File: config.mk
export PLATFORM = sky130hd
export DESIGN_NAME = accumulator_cpu_step
export DESIGN_NICKNAME = d
export VERILOG_FILES = /design/src/design/acs_pkg.sv /design/src/design/acs_ram.sv /design/src/design/acs_core.sv /design/src/design/accumulator_cpu_step.sv
export VERILOG_INCLUDE_DIRS = /design/src /design/src/design
export SDC_FILE = /design/constraint.sdc
export NUM_CORES = 2
export LEC_CHECK = 0
export BUFFER_PORTS_ARGS = -buffer_cell sky130_fd_sc_hd__buf_2
export CAP_MARGIN = 25
export CORE_ASPECT_RATIO = 1.5
export CORE_MARGIN = 2
export CORE_UTILIZATION = 41
export DETAILED_ROUTE_END_ITERATION = 8
export PLACE_DENSITY_LB_ADDON = 0.25
export SETUP_SLACK_MARGIN = 0.4
export SYNTH_ARGS = -nofsm -noshare
export SYNTH_HDL_FRONTEND = slang
export SYNTH_SLANG_ARGS = --single-unit
File: constraint.sdc
create_clock -name clk -period 14.22 [get_ports clk]
set_clock_uncertainty 0.05 [all_clocks]
set_input_delay 0 -clock clk [delete_from_list [all_inputs] [get_ports clk]]
set_output_delay 0 -clock clk [all_outputs]
set_load 0.005 [all_outputs]
File: src/design/accumulator_cpu_step_macros.svh
// ---------------------------------------------------------------------------
// accumulator_cpu_step assertion macros
// shared concurrent assertion forms, clocked on clk, quiet while arst_n is low
// ---------------------------------------------------------------------------
`ifndef ACCUMULATOR_CPU_STEP_MACROS_SVH
`define ACCUMULATOR_CPU_STEP_MACROS_SVH

// same-cycle implication
`define ACS_ASSERT_IMP(label, ante, cons, msg) \
	label: assert property (@(posedge clk) disable iff (!arst_n) (ante) |-> (cons)) \
		else $error(msg);

// next-cycle implication
`define ACS_ASSERT_NXT(label, ante, cons, msg) \
	label: assert property (@(posedge clk) disable iff (!arst_n) (ante) |=> (cons)) \
		else $error(msg);

`endif

File: src/design/acs_pkg.sv
// ---------------------------------------------------------------------------
// acs_pkg
// shared types, codes and helpers of the accumulator cpu step block
// ---------------------------------------------------------------------------
package acs_pkg;

	localparam int MEM_WORDS = 256;
	localparam int MEM_AW    = $clog2(MEM_WORDS);
	localparam int REG_COUNT = 4;
	localparam int REG_AW    = 2;
	localparam int DATA_W    = 16;
	localparam int ADDR_W    = 8;

	typedef enum logic [1:0] {
		MODE_WRITE = 2'd0,
		MODE_EXEC  = 2'd1,
		MODE_SETPC = 2'd2,
		MODE_READ  = 2'd3
	} mode_t;

	typedef enum logic [3:0] {
		OP_LOAD  = 4'd0,
		OP_STORE = 4'd1,
		OP_ADD   = 4'd2,
		OP_SUB   = 4'd3,
		OP_ADDR  = 4'd4,
		OP_SUBR  = 4'd5,
		OP_AND   = 4'd6,
		OP_OR    = 4'd7,
		OP_NOT   = 4'd8,
		OP_JMP   = 4'd9,
		OP_JZ    = 4'd10,
		OP_JP    = 4'd11,
		OP_JN    = 4'd12,
		OP_CMP   = 4'd13,
		OP_CLR   = 4'd14,
		OP_HALT  = 4'd15
	} op_t;

	localparam logic [1:0] CC_NONE = 2'd0;
	localparam logic [1:0] CC_POS  = 2'd1;
	localparam logic [1:0] CC_ZERO = 2'd2;
	localparam logic [1:0] CC_NEG  = 2'd3;

	typedef struct packed {
		mode_t               mode;
		logic [ADDR_W-1:0]   mem_address;
		logic [DATA_W-1:0]   mem_data;
	} item_t;

	// first member is the top bits, so read_data lands lowest
	typedef struct packed {
		logic [ADDR_W-1:0]        store_address;
		logic                     mem_written;
		logic signed [DATA_W-1:0] reg_value;
		logic [REG_AW-1:0]        reg_index;
		logic                     reg_written;
		logic                     halted;
		logic [1:0]               cond_code;
		logic [ADDR_W-1:0]        pc_now;
		logic [DATA_W-1:0]        read_data;
	} res_t;

	typedef struct packed {
		logic              we;
		logic [MEM_AW-1:0] waddr;
		logic [DATA_W-1:0] wdata;
		logic              re;
		logic [MEM_AW-1:0] raddr;
	} ram_req_t;

	function automatic logic [1:0] cond_of(input logic [DATA_W-1:0] v);
		logic [1:0] c;
		if (v == '0)
			c = CC_ZERO;
		else if (v[DATA_W-1])
			c = CC_NEG;
		else
			c = CC_POS;
		return c;
	endfunction

endpackage

File: src/design/acs_ram.sv
// ---------------------------------------------------------------------------
// acs_ram
// simple dual-port synchronous ram, one write and one registered read port
// ---------------------------------------------------------------------------
module acs_ram #(
	parameter int WORDS = 256,
	parameter int WIDTH = 16,
	localparam int AW   = $clog2(WORDS)
) (
	input  logic             clk,
	input  logic             we,
	input  logic [AW-1:0]    waddr,
	input  logic [WIDTH-1:0] wdata,
	input  logic             re,
	input  logic [AW-1:0]    raddr,
	output logic [WIDTH-1:0] rdata
);

	logic [WIDTH-1:0] mem [WORDS];

	always_ff @(posedge clk) begin
		if (we)
			mem[waddr] <= wdata;
	end

	// read data holds while no read is issued
	always_ff @(posedge clk) begin
		if (re)
			rdata <= mem[raddr];
	end

endmodule

File: src/design/acs_core.sv
// ---------------------------------------------------------------------------
// acs_core
// sequencer, architectural registers and execute logic of the machine
// ---------------------------------------------------------------------------
`include "accumulator_cpu_step_macros.svh"

module acs_core (
	input  logic                          clk,
	input  logic                          arst_n,
	input  logic                          item_valid,
	input  acs_pkg::item_t                item,
	input  logic                          can_out,
	output logic                          take,
	output logic                          res_valid,
	output acs_pkg::res_t                 res,
	output acs_pkg::ram_req_t             ram_req,
	input  logic [acs_pkg::DATA_W-1:0]    ram_rdata
);
	import acs_pkg::*;

	typedef enum logic [1:0] {
		ST_IDLE,
		ST_RD,
		ST_DEC,
		ST_EXE
	} state_t;

	state_t              state_q, state_d;
	logic [ADDR_W-1:0]   pc_q, pc_d;
	logic [DATA_W-1:0]   ir_q, ir_d;
	logic [1:0]          cc_q, cc_d;
	logic                halt_q, halt_d;
	logic [DATA_W-1:0]   regs_q [REG_COUNT];
	logic                reg_we;
	logic [REG_AW-1:0]   reg_wi;
	logic [DATA_W-1:0]   reg_wv;

	// execute datapath, from the latched instruction
	op_t                 op;
	logic                imm;
	logic [REG_AW-1:0]   r;
	logic [ADDR_W-1:0]   addr;
	logic [DATA_W-1:0]   operand, acc, rr;
	logic [DATA_W-1:0]   x_res;
	logic                x_rw, x_mw, x_halt;
	logic [REG_AW-1:0]   x_idx;
	logic [1:0]          x_cc;
	logic [ADDR_W-1:0]   x_pc;

	always_comb begin
		op      = op_t'(ir_q[15:12]);
		imm     = ir_q[11];
		r       = ir_q[8 +: REG_AW];
		addr    = ir_q[ADDR_W-1:0];
		operand = imm ? {{(DATA_W-ADDR_W){1'b0}}, addr} : ram_rdata;
		acc     = regs_q[0];
		rr      = regs_q[r];
		x_res   = '0;
		x_rw    = 1'b0;
		x_mw    = 1'b0;
		x_idx   = r;
		x_cc    = cc_q;
		x_pc    = pc_q;
		x_halt  = halt_q;
		case (op)
			OP_LOAD:  begin x_res = operand;       x_rw = 1'b1; end
			OP_STORE: begin x_mw = 1'b1;           x_cc = cond_of(rr); end
			OP_ADD:   begin x_res = acc + operand; x_rw = 1'b1; end
			OP_SUB:   begin x_res = acc - operand; x_rw = 1'b1; end
			OP_ADDR:  begin x_res = acc + rr;      x_rw = 1'b1; x_idx = '0; end
			OP_SUBR:  begin x_res = acc - rr;      x_rw = 1'b1; x_idx = '0; end
			OP_AND:   begin x_res = acc & operand; x_rw = 1'b1; end
			OP_OR:    begin x_res = acc | operand; x_rw = 1'b1; end
			OP_NOT:   begin x_res = ~rr;           x_rw = 1'b1; end
			OP_JMP:   x_pc = addr;
			OP_JZ:    if (cc_q == CC_ZERO) x_pc = addr;
			OP_JP:    if (cc_q == CC_POS) x_pc = addr;
			OP_JN:    if (cc_q == CC_NEG) x_pc = addr;
			OP_CMP:   x_cc = cond_of(rr);
			OP_CLR:   begin x_res = '0;            x_rw = 1'b1; end
			OP_HALT:  x_halt = 1'b1;
			default:  ;
		endcase
		if (x_rw)
			x_cc = cond_of(x_res);
	end

	// sequencer
	always_comb begin
		take          = 1'b0;
		res_valid     = 1'b0;
		res           = '0;
		res.pc_now    = pc_q;
		res.cond_code = cc_q;
		res.halted    = halt_q;
		ram_req       = '0;
		state_d       = state_q;
		pc_d          = pc_q;
		ir_d          = ir_q;
		cc_d          = cc_q;
		halt_d        = halt_q;
		reg_we        = 1'b0;
		reg_wi        = x_idx;
		reg_wv        = x_res;
		case (state_q)
			ST_IDLE: begin
				if (item_valid) begin
					case (item.mode)
						MODE_WRITE: begin
							if (can_out) begin
								take          = 1'b1;
								res_valid     = 1'b1;
								ram_req.we    = 1'b1;
								ram_req.waddr = item.mem_address[MEM_AW-1:0];
								ram_req.wdata = item.mem_data;
							end
						end
						MODE_SETPC: begin
							if (can_out) begin
								take       = 1'b1;
								res_valid  = 1'b1;
								pc_d       = item.mem_address;
								halt_d     = 1'b0;
								res.pc_now = item.mem_address;
								res.halted = 1'b0;
							end
						end
						MODE_READ: begin
							take          = 1'b1;
							ram_req.re    = 1'b1;
							ram_req.raddr = item.mem_address[MEM_AW-1:0];
							state_d       = ST_RD;
						end
						MODE_EXEC: begin
							if (halt_q) begin
								if (can_out) begin
									take      = 1'b1;
									res_valid = 1'b1;
								end
							end else begin
								take          = 1'b1;
								ram_req.re    = 1'b1;
								ram_req.raddr = pc_q[MEM_AW-1:0];
								state_d       = ST_DEC;
							end
						end
						default: ;
					endcase
				end
			end
			ST_RD: begin
				if (can_out) begin
					res_valid     = 1'b1;
					res.read_data = ram_rdata;
					state_d       = ST_IDLE;
				end
			end
			ST_DEC: begin
				ir_d          = ram_rdata;
				pc_d          = pc_q + ADDR_W'(1);
				ram_req.re    = 1'b1;
				ram_req.raddr = ram_rdata[MEM_AW-1:0];
				state_d       = ST_EXE;
			end
			ST_EXE: begin
				if (can_out) begin
					res_valid         = 1'b1;
					res.read_data     = ir_q;
					res.pc_now        = x_pc;
					res.cond_code     = x_cc;
					res.halted        = x_halt;
					res.reg_written   = x_rw;
					res.reg_index     = x_rw ? x_idx : '0;
					res.reg_value     = x_rw ? x_res : '0;
					res.mem_written   = x_mw;
					res.store_address = x_mw ? addr : '0;
					reg_we            = x_rw;
					ram_req.we        = x_mw;
					ram_req.waddr     = addr[MEM_AW-1:0];
					ram_req.wdata     = rr;
					pc_d              = x_pc;
					cc_d              = x_cc;
					halt_d            = x_halt;
					state_d           = ST_IDLE;
				end
			end
			default: state_d = ST_IDLE;
		endcase
	end

	always_ff @(posedge clk or negedge arst_n) begin
		if (!arst_n) begin
			state_q <= ST_IDLE;
			pc_q    <= '0;
			ir_q    <= '0;
			cc_q    <= CC_NONE;
			halt_q  <= 1'b0;
			regs_q  <= '{default: '0};
		end else begin
			state_q <= state_d;
			pc_q    <= pc_d;
			ir_q    <= ir_d;
			cc_q    <= cc_d;
			halt_q  <= halt_d;
			if (reg_we)
				regs_q[reg_wi] <= reg_wv;
		end
	end

	`ACS_ASSERT_IMP(a_res_needs_slot, res_valid, can_out, "result issued into a full output slot")
	`ACS_ASSERT_IMP(a_take_needs_item, take, item_valid && state_q == ST_IDLE, "item taken while none pending")
	`ACS_ASSERT_NXT(a_fetch_then_decode, state_q == ST_IDLE && state_d == ST_DEC, $past(ram_req.re), "decode without fetch")
	`ACS_ASSERT_IMP(a_halt_from_exec, halt_q && !$past(halt_q), $past(state_q == ST_EXE), "halt set outside execute")
	`ACS_ASSERT_IMP(a_no_ram_clash, ram_req.we, !ram_req.re, "ram read and write in one cycle")

endmodule

File: src/design/accumulator_cpu_step.sv
// ---------------------------------------------------------------------------
// accumulator_cpu_step
// small 16-bit accumulator machine stepped one command beat at a time
// ---------------------------------------------------------------------------
// Every input beat gives exactly one output beat. Memory writes, set-pc and
// execute while halted end in the idle state, memory reads go through a read
// state, and an executed instruction through fetch from the single-read-port
// main memory, operand read from the same port, then execute and write-back.
// The main memory is a synchronous ram; the engine runs one command at a time,
// so a read never overlaps a write to the same word. A one-beat input buffer
// takes the next command while the engine works, and an output register holds
// the finished result until it is taken, so neither side waits on the other
// beyond that. Memory contents are undefined until written and are never
// cleared; registers, pc, ir, condition code and halt reset to zero.
// ---------------------------------------------------------------------------
module accumulator_cpu_step (
	input  logic        clk,
	input  logic        arst_n,
	input  logic        s_tvalid,
	output logic        s_tready,
	input  logic [23:0] s_tdata,   // mem_address[7:0], mem_data[23:8]
	input  logic [1:0]  s_tuser,   // mode[1:0]
	output logic        m_tvalid,
	input  logic        m_tready,
	// read_data[15:0], pc_now[23:16], cond_code[25:24], halted[26],
	// reg_written[27], reg_index[29:28], reg_value[45:30], mem_written[46],
	// store_address[54:47], zero fill[55]
	output logic [55:0] m_tdata
);
	import acs_pkg::*;

	// input buffer
	logic                inq_v_q;
	item_t               inq_q;
	// output register
	logic                out_v_q;
	res_t                out_q;

	logic                take, res_valid, can_out;
	res_t                res;
	ram_req_t            ram_req;
	logic [DATA_W-1:0]   ram_rdata;

	// a result may be written when the slot is empty or drains this cycle
	assign can_out  = !out_v_q || m_tready;
	assign s_tready = !inq_v_q || take;
	assign m_tvalid = out_v_q;
	assign m_tdata  = {{(56 - $bits(res_t)){1'b0}}, out_q};

	always_ff @(posedge clk or negedge arst_n) begin
		if (!arst_n) begin
			inq_v_q <= 1'b0;
			out_v_q <= 1'b0;
		end else begin
			if (s_tvalid && s_tready)
				inq_v_q <= 1'b1;
			else if (take)
				inq_v_q <= 1'b0;
			if (res_valid)
				out_v_q <= 1'b1;
			else if (m_tready)
				out_v_q <= 1'b0;
		end
	end

	// payload, no reset
	always_ff @(posedge clk) begin
		if (s_tvalid && s_tready) begin
			inq_q.mode        <= mode_t'(s_tuser);
			inq_q.mem_address <= s_tdata[7:0];
			inq_q.mem_data    <= s_tdata[23:8];
		end
		if (res_valid)
			out_q <= res;
	end

	acs_core u_core (
		.clk        (clk),
		.arst_n     (arst_n),
		.item_valid (inq_v_q),
		.item       (inq_q),
		.can_out    (can_out),
		.take       (take),
		.res_valid  (res_valid),
		.res        (res),
		.ram_req    (ram_req),
		.ram_rdata  (ram_rdata)
	);

	// main memory
	acs_ram #(
		.WORDS (MEM_WORDS),
		.WIDTH (DATA_W)
	) u_mem (
		.clk   (clk),
		.we    (ram_req.we),
		.waddr (ram_req.waddr),
		.wdata (ram_req.wdata),
		.re    (ram_req.re),
		.raddr (ram_req.raddr),
		.rdata (ram_rdata)
	);

endmodule

==> metrics.txt <==
Vias/cell=6.03; setup violators final=0; Clock Power Share=29.5%; post-synthesis sequential area ratio=74.3%; share of layout cells above drive strength 1=14.1%; Initial Util=41.1%; biggest cell delay along the critical path=0.91 ns; routed wire length=574 mm; Post-DRT Antenna Nets=0; CP arrival=8.64 ns; cell mode on critical path=buf_4; main combinational cell family by area after synthesis=simple AND/OR/NAND/NOR gates; net switching power=12.7 mW; dpl hpwl=353 mm; fin crit period=7.92 ns; Vias=106k; Slowest cell on crit path=nor4_1; area of the core=421000 sq um; WL/cell=32.6 um; Mean Syn Cell Area=15.3 sq um; Worst slew margin=11.5%; HP Class=input pin to async pin; Post-Synth Simple-Gate Area=9.33%; first drt pass iteration count=9; PwrDens=186 nW/um^2; total gr overflow=0; clock buffer depth=4; Setup crit end kind=register; Die ar.=427000 sq um; clk_lat worst skew=1.01 ns; mux cell area share after synthesis=7.62%; worst reg2reg setup slack=6.30 ns; setup slack at placement=6.60 ns; clk root buf=clkbuf_16; Max-Cap Viols=0; switch share=34.9%; post-synthesis xor/xnor area fraction=0.145%; CP Launch Type=register; Initial DRC Count=13.4k; Crit Path Class=register to register; RSZ-0062 raised after global routing=no; worst flop-to-flop path startpoint=u_core.state_q[0]; Most used DFF post-synth=edfxtp_1; Setup Buffers After CTS=0; TritonCTS clock tree=done; # DRC=3; crit path cell chain=inv_1, ha_1, nand3_1, a21o_2, buf_4, nand2_4, buf_4, buf_4, buf_4, mux4_2, and3_1, a41o_1, nor4_1, a22oi_1, and4_1; most frequent cells in the layout=edfxtp_1 (4193), nand2_1 (1982), nand3_1 (756); I/O pins=88; CTS resizes=0; P_int=23.7 mW; Syn Nets=11.4k; register bit count reported by yosys=4288; Leak Pwr=66.7 nW; fmax=0.126 GHz; Overall Global Routing Usage=26.3%; maximum vdd drop=0.000161 V; pin count of the biggest net entering global routing=221; synth unique cells=97; Post-synth EDFFs=4193; initial antenna violation count=34; CP Max Fanout=56; die span in x=534 um; total chip power=36.3 mW; Syn Inst Count=11.3k; H-tree depth=5; row cnt=292; first-pass GRT wire length=801 mm; Post-Syn Area=173000 sq um; slew at the pin closest to its max-slew limit=1.33 ns; vias in the first global route=104k; worst setup margin=6.30 ns; synth warn=0; violated checks=DRC; Adder-Cell Fraction of Synth Area=0.248%; commonest non-fill, non-tap cell in the layout=edfxtp_1; Comb pwr share=29.8%; TritonCTS Sinks=4288; Worst R2R Path Depth=15; WHS=0.0352 ns; worst path required time=14.94 ns; status=finished with violations; Synth-to-Final Area Change=13.1%; Nets=11.7k; crit share post-route=55.7%; Compound-Gate Fraction of Synth Area=6.23%; setup TNS=0 ns; FF-to-FF End=u_mem.rdata[7]; RD Place Congestion=0.912; sequential power share=40.7%; CTS clk-pin slew, worst paths=0.07 ns; Die Y-Extent=799 um; IO buf count=86; TritonCTS buffer count=387; Hold Violations, Final=0; hold_buf cts=60; ys async rst share=2.22%; Final Slew Violations=0
## through the flow
step                util (%)  cell area, sq um  std cells
detailed placement      43.2            182000      16800
global placement        43.1            181000      16700
CTS                     46.4            195000      17500
finish                  46.5            195000      17600
floorplan                  -            173000      11300
global route            46.5            195000      17600
## synth_stat cells, drive strengths merged, types with 103 or more instances
master,instances,area [sq um]
a21oi,355,1790
a311oi,103,902
a31oi,117,732
and3,110,688
buf,410,2320
clkbuf,331,1240
edfxtp,4193,126000
mux2i,549,5500
mux4,328,7410
nand2,2002,7520
nand3,756,3780
nor2,488,1850
o21ai,228,1140
o221ai,107,937
o22ai,108,676
## cell families (layout without fill, tap and decap cells)
kind of cell / after synthesis / after routing
mux: 900 / 900
fa+ha+maj: 36 / 36
flops: 4288 / 4288
simple gates: 3715 / 3715
other cells: 1 / 73
buf+inv: 793 / 1440
xor+xnor: 27 / 27
compound gates: 1559 / 1559
## state kept, by name, summed over array words and instances, names as in the netlist
signal          flops
u_core.acc         16
u_mem.mem        4096
m_tdata            55
inq_q              26
u_core.ir_q        16
u_core.cc_q         2
u_core.state_q      2
u_core.regs_q      48
u_core.halt_q       1
inq_v_q             1
u_core.pc_q         8
u_mem.rdata        16
m_tvalid            1
## how the worst max path moves through the flow
| stage | cells past startpoint | slack, ns | from | end |
|---|---|---|---|---|
| after detailed placement | 15 | 6.60 | u_core.state_q[0] | u_mem.rdata[7] |
| after global placement | 13 | 5.90 | u_core.state_q[1] | u_mem.rdata[10] |
| after global routing | 15 | 6.15 | u_core.state_q[1] | u_mem.rdata[7] |
| final | 15 | 6.30 | u_core.state_q[0] | u_mem.rdata[7] |
| after floorplan | 9 | 4.87 | u_core.state_q[0] | u_mem.mem[0][10] |
| after CTS | 15 | 6.60 | u_core.state_q[1] | u_mem.rdata[7] |
## per-layer routing
metal	wire, um	track usage, %	vias to the layer above
li1	-	-	44500
met1	199000	30.5	55100
met2	287000	45.3	5395
met3	41700	3.60	1333
met4	46600	18.2	8
met5	56	0	-
## layout make-up
cell class | instances | area, sq um
Multi-Input combinational cell | 6238 | 41300
Inverter | 52 | 195
Clock inverter | 237 | 2560
Tap cell | 5586 | 6990
Clock buffer | 465 | 10100
Sequential cell | 4288 | 128000
Antenna cell | 72 | 180
Fill cell | 36100 | 225000
Timing Repair Buffer | 686 | 5760
## power by group through the flow
stage	Sequential (mW)	Combinational [mW]	Clock [mW]
floorplan	15.0	6.38	0
global placement	15.0	10.5	0
detailed placement	15.0	10.7	0
CTS	14.7	10.7	10.8
global route	14.8	11.3	11.3
finish	14.8	10.8	10.7
## worst max-delay path, delay by kind of cell (launching register included)
kind | cells | cell delay, ns
simple gates | 5 | 2.58
buf+inv | 5 | 2.50
compound gates | 3 | 1.00
fa+ha+maj | 1 | 0.64
mux | 1 | 0.41
flops | 1 | 0.40
Power figures use the tool's default switching activity.
